===== src/sv/ptzfe_pkg.sv =====
// shared types and constants of the pan-tilt-zoom command frame encoder
`timescale 1ns / 1ps
package ptzfe_pkg;

  // opcodes
  localparam logic [3:0] OP_UP           = 4'd0;
  localparam logic [3:0] OP_DOWN         = 4'd1;
  localparam logic [3:0] OP_LEFT         = 4'd2;
  localparam logic [3:0] OP_RIGHT        = 4'd3;
  localparam logic [3:0] OP_ZOOM_IN      = 4'd4;
  localparam logic [3:0] OP_ZOOM_OUT     = 4'd5;
  localparam logic [3:0] OP_PRESET_SET   = 4'd6;
  localparam logic [3:0] OP_PRESET_GO    = 4'd7;
  localparam logic [3:0] OP_PRESET_CLEAR = 4'd8;

  // cmd2 codes
  localparam logic [7:0] CMD2_UP           = 8'h08;
  localparam logic [7:0] CMD2_DOWN         = 8'h10;
  localparam logic [7:0] CMD2_LEFT         = 8'h04;
  localparam logic [7:0] CMD2_RIGHT        = 8'h02;
  localparam logic [7:0] CMD2_ZOOM_A       = 8'h20;
  localparam logic [7:0] CMD2_ZOOM_B       = 8'h40;
  localparam logic [7:0] CMD2_PRESET_SET   = 8'h03;
  localparam logic [7:0] CMD2_PRESET_GO    = 8'h07;
  localparam logic [7:0] CMD2_PRESET_CLEAR = 8'h05;

  // frame framing bytes
  localparam logic [7:0] SYNC_D  = 8'hFF;
  localparam logic [7:0] SYNC_P  = 8'hA0;
  localparam logic [7:0] ETX_P   = 8'hAF;

  // protocol select values
  localparam logic PROTO_D = 1'b0;
  localparam logic PROTO_P = 1'b1;

  // configuration register indexes
  localparam int unsigned CFG_INDEX_W = 2;
  localparam logic [CFG_INDEX_W-1:0] CFG_PROTOCOL = 2'd0;
  localparam logic [CFG_INDEX_W-1:0] CFG_ADDRESS  = 2'd1;
  localparam int unsigned CFG_DATA_W = 8;

  localparam logic [7:0] ADDRESS_RESET = 8'h01;

  // command queue depth, at least 2
  localparam int unsigned QUEUE_DEPTH = 2;

  typedef struct packed {
    logic       protocol;
    logic [7:0] address;
  } cfg_t;

  // one classified command
  typedef struct packed {
    logic [7:0] cmd2;
    logic [7:0] data1;
    logic [7:0] data2;
    logic       with_stop;
  } cmd_t;

endpackage


===== src/sv/ptzfe_front.sv =====
// front stage: accepts commands, decodes them into frame contents
`timescale 1ns / 1ps
module ptzfe_front (
  input  logic            clk_i,
  input  logic            rst_ni,
  input  ptzfe_pkg::cfg_t cfg_i,
  input  logic            in_valid_i,
  output logic            in_ready_o,
  input  logic [3:0]      opcode_i,
  input  logic [7:0]      move_speed_i,
  input  logic [7:0]      preset_number_i,
  output logic            cmd_valid_o,
  input  logic            cmd_ready_i,
  output ptzfe_pkg::cmd_t cmd_o
);

  logic            valid_q, valid_d;
  ptzfe_pkg::cmd_t cmd_q, cmd_d;
  logic            known;
  logic            take;

  always_comb begin
    cmd_d.cmd2      = 8'h00;
    cmd_d.data1     = 8'h00;
    cmd_d.data2     = 8'h00;
    cmd_d.with_stop = 1'b1;
    known           = 1'b1;
    case (opcode_i)
      ptzfe_pkg::OP_UP: begin
        cmd_d.cmd2  = ptzfe_pkg::CMD2_UP;
        cmd_d.data2 = move_speed_i;
      end
      ptzfe_pkg::OP_DOWN: begin
        cmd_d.cmd2  = ptzfe_pkg::CMD2_DOWN;
        cmd_d.data2 = move_speed_i;
      end
      ptzfe_pkg::OP_LEFT: begin
        cmd_d.cmd2  = ptzfe_pkg::CMD2_LEFT;
        cmd_d.data1 = move_speed_i;
      end
      ptzfe_pkg::OP_RIGHT: begin
        cmd_d.cmd2  = ptzfe_pkg::CMD2_RIGHT;
        cmd_d.data1 = move_speed_i;
      end
      // zoom codes swap between the two formats
      ptzfe_pkg::OP_ZOOM_IN: begin
        cmd_d.cmd2 = (cfg_i.protocol == ptzfe_pkg::PROTO_D) ?
                     ptzfe_pkg::CMD2_ZOOM_A : ptzfe_pkg::CMD2_ZOOM_B;
      end
      ptzfe_pkg::OP_ZOOM_OUT: begin
        cmd_d.cmd2 = (cfg_i.protocol == ptzfe_pkg::PROTO_D) ?
                     ptzfe_pkg::CMD2_ZOOM_B : ptzfe_pkg::CMD2_ZOOM_A;
      end
      ptzfe_pkg::OP_PRESET_SET: begin
        cmd_d.cmd2  = ptzfe_pkg::CMD2_PRESET_SET;
        cmd_d.data2 = preset_number_i;
      end
      ptzfe_pkg::OP_PRESET_GO: begin
        cmd_d.cmd2      = ptzfe_pkg::CMD2_PRESET_GO;
        cmd_d.data2     = preset_number_i;
        cmd_d.with_stop = 1'b0;
      end
      ptzfe_pkg::OP_PRESET_CLEAR: begin
        cmd_d.cmd2      = ptzfe_pkg::CMD2_PRESET_CLEAR;
        cmd_d.data2     = preset_number_i;
        cmd_d.with_stop = 1'b0;
      end
      default: begin
        known = 1'b0;
      end
    endcase
  end

  assign in_ready_o = !valid_q || cmd_ready_i;
  assign take       = in_valid_i && in_ready_o;

  // unknown opcodes are accepted and dropped here
  always_comb begin
    valid_d = valid_q;
    if (take) begin
      valid_d = known;
    end else if (cmd_ready_i) begin
      valid_d = 1'b0;
    end
  end

  always_ff @(posedge clk_i or negedge rst_ni) begin
    if (!rst_ni) begin
      valid_q <= 1'b0;
    end else begin
      valid_q <= valid_d;
    end
  end

  always_ff @(posedge clk_i) begin
    if (take) begin
      cmd_q <= cmd_d;
    end
  end

  assign cmd_valid_o = valid_q;
  assign cmd_o       = cmd_q;

endmodule


===== src/sv/ptzfe_queue.sv =====
// small command queue between the decode front and the byte sequencer
`timescale 1ns / 1ps
module ptzfe_queue #(
  parameter int unsigned Depth = ptzfe_pkg::QUEUE_DEPTH
) (
  input  logic            clk_i,
  input  logic            rst_ni,
  input  logic            push_valid_i,
  output logic            push_ready_o,
  input  ptzfe_pkg::cmd_t push_i,
  output logic            pop_valid_o,
  input  logic            pop_ready_i,
  output ptzfe_pkg::cmd_t pop_o
);

  localparam int unsigned PtrW = $clog2(Depth);
  localparam int unsigned CntW = $clog2(Depth + 1);

  ptzfe_pkg::cmd_t     slots_q [Depth];
  logic [PtrW-1:0]     wr_ptr_q, wr_ptr_d;
  logic [PtrW-1:0]     rd_ptr_q, rd_ptr_d;
  logic [CntW-1:0]     count_q, count_d;
  logic                push, pop;

  assign push_ready_o = (count_q != CntW'(Depth));
  assign pop_valid_o  = (count_q != '0);
  assign push         = push_valid_i && push_ready_o;
  assign pop          = pop_valid_o && pop_ready_i;
  assign pop_o        = slots_q[rd_ptr_q];

  always_comb begin
    wr_ptr_d = wr_ptr_q;
    rd_ptr_d = rd_ptr_q;
    count_d  = count_q;
    if (push) begin
      wr_ptr_d = (wr_ptr_q == PtrW'(Depth - 1)) ? '0 : wr_ptr_q + 1'b1;
    end
    if (pop) begin
      rd_ptr_d = (rd_ptr_q == PtrW'(Depth - 1)) ? '0 : rd_ptr_q + 1'b1;
    end
    if (push && !pop) begin
      count_d = count_q + 1'b1;
    end else if (pop && !push) begin
      count_d = count_q - 1'b1;
    end
  end

  always_ff @(posedge clk_i or negedge rst_ni) begin
    if (!rst_ni) begin
      wr_ptr_q <= '0;
      rd_ptr_q <= '0;
      count_q  <= '0;
    end else begin
      wr_ptr_q <= wr_ptr_d;
      rd_ptr_q <= rd_ptr_d;
      count_q  <= count_d;
    end
  end

  always_ff @(posedge clk_i) begin
    if (push) begin
      slots_q[wr_ptr_q] <= push_i;
    end
  end

endmodule


===== src/sv/ptzfe_back.sv =====
// back stage: walks the bytes of the command frame and the stop frame
`timescale 1ns / 1ps
module ptzfe_back (
  input  logic            clk_i,
  input  logic            rst_ni,
  input  ptzfe_pkg::cfg_t cfg_i,
  input  logic            cmd_valid_i,
  output logic            cmd_ready_o,
  input  ptzfe_pkg::cmd_t cmd_i,
  output logic            out_valid_o,
  input  logic            out_ready_i,
  output logic [7:0]      frame_byte_o,
  output logic            frame_end_o,
  output logic            last_o
);

  logic            busy_q, busy_d;
  logic            stop_q, stop_d;   // 1 while in the stop frame
  logic [2:0]      idx_q, idx_d;
  ptzfe_pkg::cmd_t cmd_q;
  logic            out_valid_q, out_valid_d;
  logic [7:0]      byte_q, byte_d;
  logic            end_q, end_d;
  logic            last_q, last_d;

  logic            adv;
  logic            take;
  logic [2:0]      last_idx;
  logic            at_end;
  logic            seq_done;
  logic [7:0]      cmd2, data1, data2;
  logic [7:0]      sum_chk, xor_chk;

  assign adv      = !out_valid_q || out_ready_i;
  assign last_idx = (cfg_i.protocol == ptzfe_pkg::PROTO_D) ? 3'd6 : 3'd7;
  assign at_end   = (idx_q == last_idx);
  assign seq_done = at_end && (stop_q || !cmd_q.with_stop);

  // the next command enters as the previous one issues its final byte
  assign cmd_ready_o = !busy_q || (adv && seq_done);
  assign take        = cmd_valid_i && cmd_ready_o;

  // stop frame carries zero command and data
  assign cmd2  = stop_q ? 8'h00 : cmd_q.cmd2;
  assign data1 = stop_q ? 8'h00 : cmd_q.data1;
  assign data2 = stop_q ? 8'h00 : cmd_q.data2;

  assign sum_chk = cfg_i.address + cmd2 + data1 + data2;
  assign xor_chk = ptzfe_pkg::SYNC_P ^ cfg_i.address ^ cmd2 ^ data1 ^ data2 ^
                   ptzfe_pkg::ETX_P;

  always_comb begin
    case (idx_q)
      3'd0: byte_d = (cfg_i.protocol == ptzfe_pkg::PROTO_D) ?
                     ptzfe_pkg::SYNC_D : ptzfe_pkg::SYNC_P;
      3'd1: byte_d = cfg_i.address;
      3'd2: byte_d = 8'h00;
      3'd3: byte_d = cmd2;
      3'd4: byte_d = data1;
      3'd5: byte_d = data2;
      3'd6: byte_d = (cfg_i.protocol == ptzfe_pkg::PROTO_D) ? sum_chk : ptzfe_pkg::ETX_P;
      3'd7: byte_d = xor_chk;
      default: byte_d = 8'h00;
    endcase
  end

  assign end_d  = at_end;
  assign last_d = seq_done;

  always_comb begin
    busy_d      = busy_q;
    stop_d      = stop_q;
    idx_d       = idx_q;
    out_valid_d = out_valid_q;
    if (adv) begin
      out_valid_d = busy_q;
      if (busy_q) begin
        if (!at_end) begin
          idx_d = idx_q + 1'b1;
        end else if (!seq_done) begin
          stop_d = 1'b1;
          idx_d  = '0;
        end else begin
          busy_d = 1'b0;
        end
      end
    end
    if (take) begin
      busy_d = 1'b1;
      stop_d = 1'b0;
      idx_d  = '0;
    end
  end

  always_ff @(posedge clk_i or negedge rst_ni) begin
    if (!rst_ni) begin
      busy_q      <= 1'b0;
      stop_q      <= 1'b0;
      idx_q       <= '0;
      out_valid_q <= 1'b0;
    end else begin
      busy_q      <= busy_d;
      stop_q      <= stop_d;
      idx_q       <= idx_d;
      out_valid_q <= out_valid_d;
    end
  end

  always_ff @(posedge clk_i) begin
    if (take) begin
      cmd_q <= cmd_i;
    end
    if (adv && busy_q) begin
      byte_q <= byte_d;
      end_q  <= end_d;
      last_q <= last_d;
    end
  end

  assign out_valid_o  = out_valid_q;
  assign frame_byte_o = byte_q;
  assign frame_end_o  = end_q;
  assign last_o       = last_q;

endmodule


===== src/sv/ptz_command_frame_encoder.sv =====
// top level of the pan-tilt-zoom command frame encoder
//
//  channel  | signals                                        | direction
//  ---------+------------------------------------------------+----------
//  command  | in_valid_i/in_ready_o, opcode, speed, preset   | in
//  bytes    | out_valid_o/out_ready_i, byte, frame_end, last | out
//  config   | cfg_we_i, cfg_index_i, cfg_wdata_i             | in
//
// one result byte per cycle while out_ready_i is high: a command gives one frame
// of 7 or 8 bytes, two with the stop frame, set by the byte sequencer in the back stage.
// a command is decoded into a register and queued, so the front keeps taking
// commands while the sequencer or output stalls, until full. unknown opcodes are
// taken and produce nothing. reset leaves Pelco-D with address 1.
`timescale 1ns / 1ps
module ptz_command_frame_encoder #(
  parameter int unsigned QueueDepth = ptzfe_pkg::QUEUE_DEPTH
) (
  input  logic                             clk_i,
  input  logic                             rst_ni,
  input  logic                             cfg_we_i,
  input  logic [ptzfe_pkg::CFG_INDEX_W-1:0] cfg_index_i,
  input  logic [ptzfe_pkg::CFG_DATA_W-1:0]  cfg_wdata_i,
  input  logic                             in_valid_i,
  output logic                             in_ready_o,
  input  logic [3:0]                       opcode_i,
  input  logic [7:0]                       move_speed_i,
  input  logic [7:0]                       preset_number_i,
  output logic                             out_valid_o,
  input  logic                             out_ready_i,
  output logic [7:0]                       frame_byte_o,
  output logic                             frame_end_o,
  output logic                             last_o
);

  ptzfe_pkg::cfg_t cfg_q;
  ptzfe_pkg::cmd_t front_cmd, queue_cmd;
  logic            front_valid, front_ready;
  logic            queue_valid, queue_ready;

  always_ff @(posedge clk_i or negedge rst_ni) begin
    if (!rst_ni) begin
      cfg_q.protocol <= ptzfe_pkg::PROTO_D;
      cfg_q.address  <= ptzfe_pkg::ADDRESS_RESET;
    end else if (cfg_we_i) begin
      case (cfg_index_i)
        ptzfe_pkg::CFG_PROTOCOL: cfg_q.protocol <= cfg_wdata_i[0];
        ptzfe_pkg::CFG_ADDRESS:  cfg_q.address  <= cfg_wdata_i[7:0];
        default: begin
        end
      endcase
    end
  end

  ptzfe_front u_front (
    .clk_i,
    .rst_ni,
    .cfg_i          (cfg_q),
    .in_valid_i,
    .in_ready_o,
    .opcode_i,
    .move_speed_i,
    .preset_number_i,
    .cmd_valid_o    (front_valid),
    .cmd_ready_i    (front_ready),
    .cmd_o          (front_cmd)
  );

  ptzfe_queue #(
    .Depth (QueueDepth)
  ) u_queue (
    .clk_i,
    .rst_ni,
    .push_valid_i (front_valid),
    .push_ready_o (front_ready),
    .push_i       (front_cmd),
    .pop_valid_o  (queue_valid),
    .pop_ready_i  (queue_ready),
    .pop_o        (queue_cmd)
  );

  ptzfe_back u_back (
    .clk_i,
    .rst_ni,
    .cfg_i        (cfg_q),
    .cmd_valid_i  (queue_valid),
    .cmd_ready_o  (queue_ready),
    .cmd_i        (queue_cmd),
    .out_valid_o,
    .out_ready_i,
    .frame_byte_o,
    .frame_end_o,
    .last_o
  );

endmodule


===== config.mk =====
export PLATFORM = sky130hd
export DESIGN_NAME = ptz_command_frame_encoder
export DESIGN_NICKNAME = d
export VERILOG_FILES = /design/src/sv/ptzfe_pkg.sv /design/src/sv/ptzfe_front.sv /design/src/sv/ptzfe_queue.sv /design/src/sv/ptzfe_back.sv /design/src/sv/ptz_command_frame_encoder.sv
export SDC_FILE = /design/constraint.sdc
export NUM_CORES = 1
export LEC_CHECK = 0
export BUFFER_PORTS_ARGS = -buffer_cell sky130_fd_sc_hd__buf_2
export CAP_MARGIN = 20
export CORE_MARGIN = 3
export CORE_UTILIZATION = 50
export DETAILED_ROUTE_END_ITERATION = 12
export PLACE_DENSITY_LB_ADDON = 0.25
export SLEW_MARGIN = 5
export SYNTH_ARGS = -nofsm -noshare
export SYNTH_HDL_FRONTEND = slang
export SYNTH_SLANG_ARGS = --single-unit
export TNS_END_PERCENT = 10

===== constraint.sdc =====
create_clock -name clk_i -period 8.99 [get_ports clk_i]
set_input_delay 0.899 -clock clk_i [delete_from_list [all_inputs] [get_ports clk_i]]
set_output_delay 0.899 -clock clk_i [all_outputs]
set_load 0.02 [all_outputs]

Word-level counts from Yosys, hierarchy flattened. Memories as Yosys holds them, arrays and structs flattened. A register that Yosys moved wholly into a read port is not among the register bits. Cells that the tools add are included.

Memories: 1. Memory bits (writable): 50. Bits in registers: 55. Output and inout bits: 12.

Memories: u_queue.slots_q (words 2, width 25, read ports 1, clocked after Yosys merged registers in 1, write ports 1, line ptzfe_queue.sv:19) `ptzfe_pkg::cmd_t slots_q [Depth];`.

Add/subtract/negate cells: 8. Multiplexer cells: 36. Eq/ne operators: 20. Reduce and logical (&&, ||, !) cells: 36. Bitwise logic cells: 5.

Operator list (number): $pmux 8 s9 (1); $pmux 8 s8 (1); $mux 8 (4); $add 8x8->8 (3); $xor 8x8->8 (3); $mux 7 (3); $mux 1 (19); $eq 4x3->1 const B (4); $pmux 8 s2 (1); $mux 3 (5); $eq 3x3->1 const B (4); $reduce_bool 2->1 (6); $reduce_or 9->1 (1); $eq 4x2->1 const B (2); $logic_and 1x1->1 (8); $eq 3x2->1 const B (2); $logic_not 1->1 (6); $not 6->6 (1); $reduce_or 2->1 (3); $eq 4x1->1 const B (1); $eq 4x4->1 const B (1); $logic_not 4->1 (1); $logic_or 1x1->1 (4); $mux 2 (2); 16 further kinds (19).

Logic depth before layout (Yosys ltp).
Word-level depth: 9. Gate-level depth with buffers: 14.

Cells and area by module. Synthesis repeated with hierarchy kept, for this count alone.

Cells, all modules: 437. Area, all modules: 6347.3 um2.

Modules (own cells, without submodules): ptzfe_back (seq. area each 1201.2 um2, cells an instance 235, area each 2662.6 um2, times used 1); ptzfe_queue (seq. area each 1601.5 um2, cells an instance 96, area each 2099.5 um2, times used 1); ptzfe_front (seq. area each 745.7 um2, cells an instance 86, area each 1229.9 um2, times used 1); ptz_command_frame_encoder (seq. area each 226.5 um2, cells an instance 20, area each 355.3 um2, times used 1).

Worst setup path after synthesis. No wires, ideal clock.

Path type: register to register. Start point: reg u_back.stop_q. End point: reg u_back.byte_q[2], in the netlist u_back.frame_byte_o[2], data pin. Period minus slack after synthesis: 3.662 ns. Buffers on the path: 3. Library setup time: 0.263 ns. Stages on the path, launching flop included: 14. Arrival: 3.399 ns. Setup slack: 5.328 ns. Cell sequence: dfrtp_1 > buf_4 > buf_2 > clkbuf_1 > nor2b_1 > fa_1 > fa_1 > ha_1 > inv_1 > fa_1 > inv_1 > o211ai_1 > o21ai_0 > a2111o_1.

Cells in the longest elaborated chain, start to end: 6.

Ends and longest elaborated chain: from (decl) (line ptzfe_back.sv:18) `logic stop_q, stop_d;`; from (signal assigned) (line ptzfe_back.sv:103) `stop_q <= stop_d;`; $mux 8 (line ptzfe_back.sv:44) `assign cmd2 = stop_q ? 8'h00 : cmd_q.cmd2;`; $add 8x8->8 / $xor 8x8->8 (equally long branches) (3 in a row) (line ptzfe_back.sv:48, ptzfe_back.sv:49); $mux 8 / $not 6->6 (equally long branches); $pmux 8 s8 * (line ptzfe_back.sv:53) `case (idx_q)`; named net u_back.byte_d[2] (line ptzfe_back.sv:22) `logic [7:0] byte_q, byte_d;`; to (signal assigned) (line ptzfe_back.sv:114) `byte_q <= byte_d;`; to (decl) (line ptzfe_back.sv:22).

The timed path passes the listed nets; every way through them passes the cells marked *. A chain may end at the register's enable or synchronous reset.

Final worst setup path. Same ends and word-level chain as after synthesis.

==> impl_metrics.json <==
{
  "status": "complete, no violations",
  "gp_congestion": 0.910,
  "cpPeakStageDelay_ns": 0.56,
  "peakVddDrop_mv": 0.180,
  "post-synth-top-count-cell": "edfxtp_1",
  "grt_first_pass_wirelength_um": 17900,
  "cp-start-kind": "flop",
  "rsz0062_at_grt": "false",
  "cts_root_buffer": "clkbuf_16",
  "crit_end": "u_back.frame_byte_o[2]",
  "synthCells": 428,
  "yosysUniqueCellTypes": 57,
  "cp_num_buf_inv": 3,
  "crit_fanout": 30,
  "synth_common_cells": "edfxtp_1, mux2_2, nand2_1, nor2_1, inv_1",
  "drive_gt1_share_pct": 25.6,
  "clockBufferDepth": 2,
  "tightest_slew_ns": 1.06,
  "synth_top_cell_area_share_pct": 52.7,
  "die_height_um": 116,
  "fp-row-count": 39,
  "clkLatencyLatePin_ns": 0.41,
  "relSlewSlack_pct": 29.5,
  "cp_common_cell": "fa_1",
  "cts-htree-levels": 4,
  "ys_seq_area_share_pct": 61.0,
  "r2r_cells": 11,
  "cp_slowest_cell": "fa_1",
  "cap_viol_max_count": 0,
  "holdBufCountCts": 0,
  "period_needed_ns": 3.46,
  "cts_buffers": 17,
  "critical_path_arrival_ns": 3.62,
  "cts_tree": "yes",
  "area_delta_synth_final_pct": 15.6,
  "die_x_um": 116,
  "async_reset_ff_share_pct": 15.9,
  "final-instance-count-excl-fill": 636,
  "vias": 3445,
  "leakage_nw": 2.70,
  "post-cts-setup-buffer-count": 0,
  "cp.required_ns": 9.15,
  "synthesis.nets": 491,
  "r2r-end": "u_back.frame_byte_o[2]",
  "firstDrtPassIters": 4,
  "antenna_cells": 0,
  "core_area_mm2": 0.0116,
  "path_delay_family": "adder cells",
  "viasPerCell": 5.42,
  "synth_edf_count": 106,
  "cts_resized": 0,
  "routed_wl_um": 10800,
  "drc": 0,
  "synth_top_area_cell": "edfxtp_1",
  "final_nets": 543,
  "r2r-start": "u_back.stop_q",
  "post-dp-hpwl_um": 7750,
  "drt-wirelength-per-cell_um": 17.0,
  "portBuffers": 46,
  "grt_antenna_before_repair": 0,
  "dpl.cell_count": 603,
  "cellPowerDensity_mw_per_mm2": 328,
  "rrSetupSlack_ns": 5.53,
  "ys.flop_type": "edfxtp_1",
  "slew_violations": 0,
  "hold_path.class": "in -> async",
  "dieArea_mm2": 0.0134,
  "grt_pass1_vias": 3545,
  "tns_ns": 0,
  "path_class": "reg -> reg",
  "ios": 47,
  "layout_setup_ws_ns": 5.53,
  "clk_pin_slew_ns": 0.06,
  "synth_area_leaders": "edfxtp_1, dfrtp_1, mux2_2",
  "synth_area_per_cell_um2": 14.1,
  "crit_cells": 11,
  "drt_iter0_markers": 195,
  "antenna_left": 0,
  "startpoint": "u_back.stop_q",
  "start_util_pct": 52.0,
  "pre_cts_ws_ns": 5.51,
  "grt_max_degree": 31,
  "max_freq_ghz": 0.289,
  "cp-end-kind": "flop",
  "fin_worst_skew_ns": 0.0103,
  "grt-ovfl-total": 0,
  "yosysWarnings": 0,
  "period_share_pct": 38.5,
  "clock-sinks": 126,
  "grt_util_all_layers_pct": 17.7,
  "hold_viol": 0,
  "path_cells": "buf_4 -> nor2b_1 -> fa_1 -> fa_1 -> ha_1 -> inv_1 -> fa_1 -> inv_1 -> o211ai_1 -> o21ai_0 -> a2111o_1",
  "finalSetupViolations": 0,
  "synth.ff_latch_count": 126,
  "syn_area_mm2": 0.00604
}
-- power breakdown --
| part | switching [mW] | total [mW] | internal (mW) |
|---|---|---|---|
| combinational | 0.411 | 0.747 | 0.336 |
| sequential | 0.0996 | 0.894 | 0.794 |
| clock | 0.247 | 0.652 | 0.405 |
| total | 0.757 | 2.29 | 1.54 |
-- worst min-delay path by stage --
stage                                         to  slack, ns  cells after the start
after floorplan            u_queue.slots_q[0][0]       0.42                      0
after global placement    u_queue.slots_q[0][22]       0.42                      0
after detailed placement  u_queue.slots_q[1][12]       0.43                      0
after CTS                     u_queue.count_q[1]       0.44                      1
after global routing          u_queue.count_q[1]       0.47                      1
final                         u_queue.count_q[1]       0.44                      1
-- cells in the final DEF, fill, tap and decap left out, drive strengths merged, types with 5 or more instances in the layout --
cell    synthesis  layout
clkbuf          7      17
dfrtp          19      19
o21ai          16      16
edfxtp        106     106
mux2           34      34
ha             15      15
xor2           14      14
and2           11      11
nor2b          20      20
inv            24      25
fa             13      13
a22o           13      13
buf             9      49
a32oi           5       5
xnor2          16      16
nand2          25      25
clkinv          0       9
nor2           27      27
a21oi           6       6
nand2b          5       5
-- stage by stage --
| step | power [mW] | utilization (%) | hold WS [ns] | area, µm² |
|---|---|---|---|---|
| after floorplan | 1.46 | - | 0.421 | 6040 |
| after global routing | 2.44 | 60.1 | 0.466 | 6980 |
| final | 2.29 | 60.1 | 0.440 | 6980 |
| after CTS | 2.31 | 60.0 | 0.437 | 6970 |
| after global placement | 1.62 | 55.1 | 0.424 | 6390 |
| after detailed placement | 1.65 | 55.1 | 0.432 | 6390 |
-- cell type report --
type	instances	area, µm²
fillers	926	4630
flip-flops and latches	126	3680
multi-input cells	262	2190
clock buffers	17	425
repair buffers	49	260
well taps	143	179
clock inverters	15	148
inverters	24	90.1
-- flip-flops by register name (all words and copies together), names as in the netlist --
signal	count
u_back.last_o	1
cfg_q	9
u_queue.rd_ptr_q	1
u_back.cmd_q	24
u_front.cmd_o	24
u_queue.slots_q	48
u_back.frame_end_o	1
u_back.idx_q	3
u_front.cmd_valid_o	1
u_queue.count_q	2
u_back.frame_byte_o	8
u_back.stop_q	1
u_back.busy_q	1
u_queue.wr_ptr_q	1
u_back.out_valid_o	1
-- per-layer routing --
metal	GRT usage, %	up-vias	routed length, µm
met1	23.1	1663	4920
met2	27.7	102	5120
met4	8.12	0	238
li1	-	1664	-
met3	4.96	16	508
met5	0	-	0
-- cell families after synthesis --
kind of cell | count (synthesis) | synth area share, %
flip-flops | 126 | 61.0
AND/OR/NAND/NOR | 100 | 8.49
AO/OA/AOI/OAI | 66 | 8.41
buffers and inverters | 40 | 2.73
multiplexers | 35 | 6.50
XOR/XNOR | 33 | 5.47
adder cells (fa/ha/maj) | 28 | 7.41
Power figures use the tool's default switching activity.
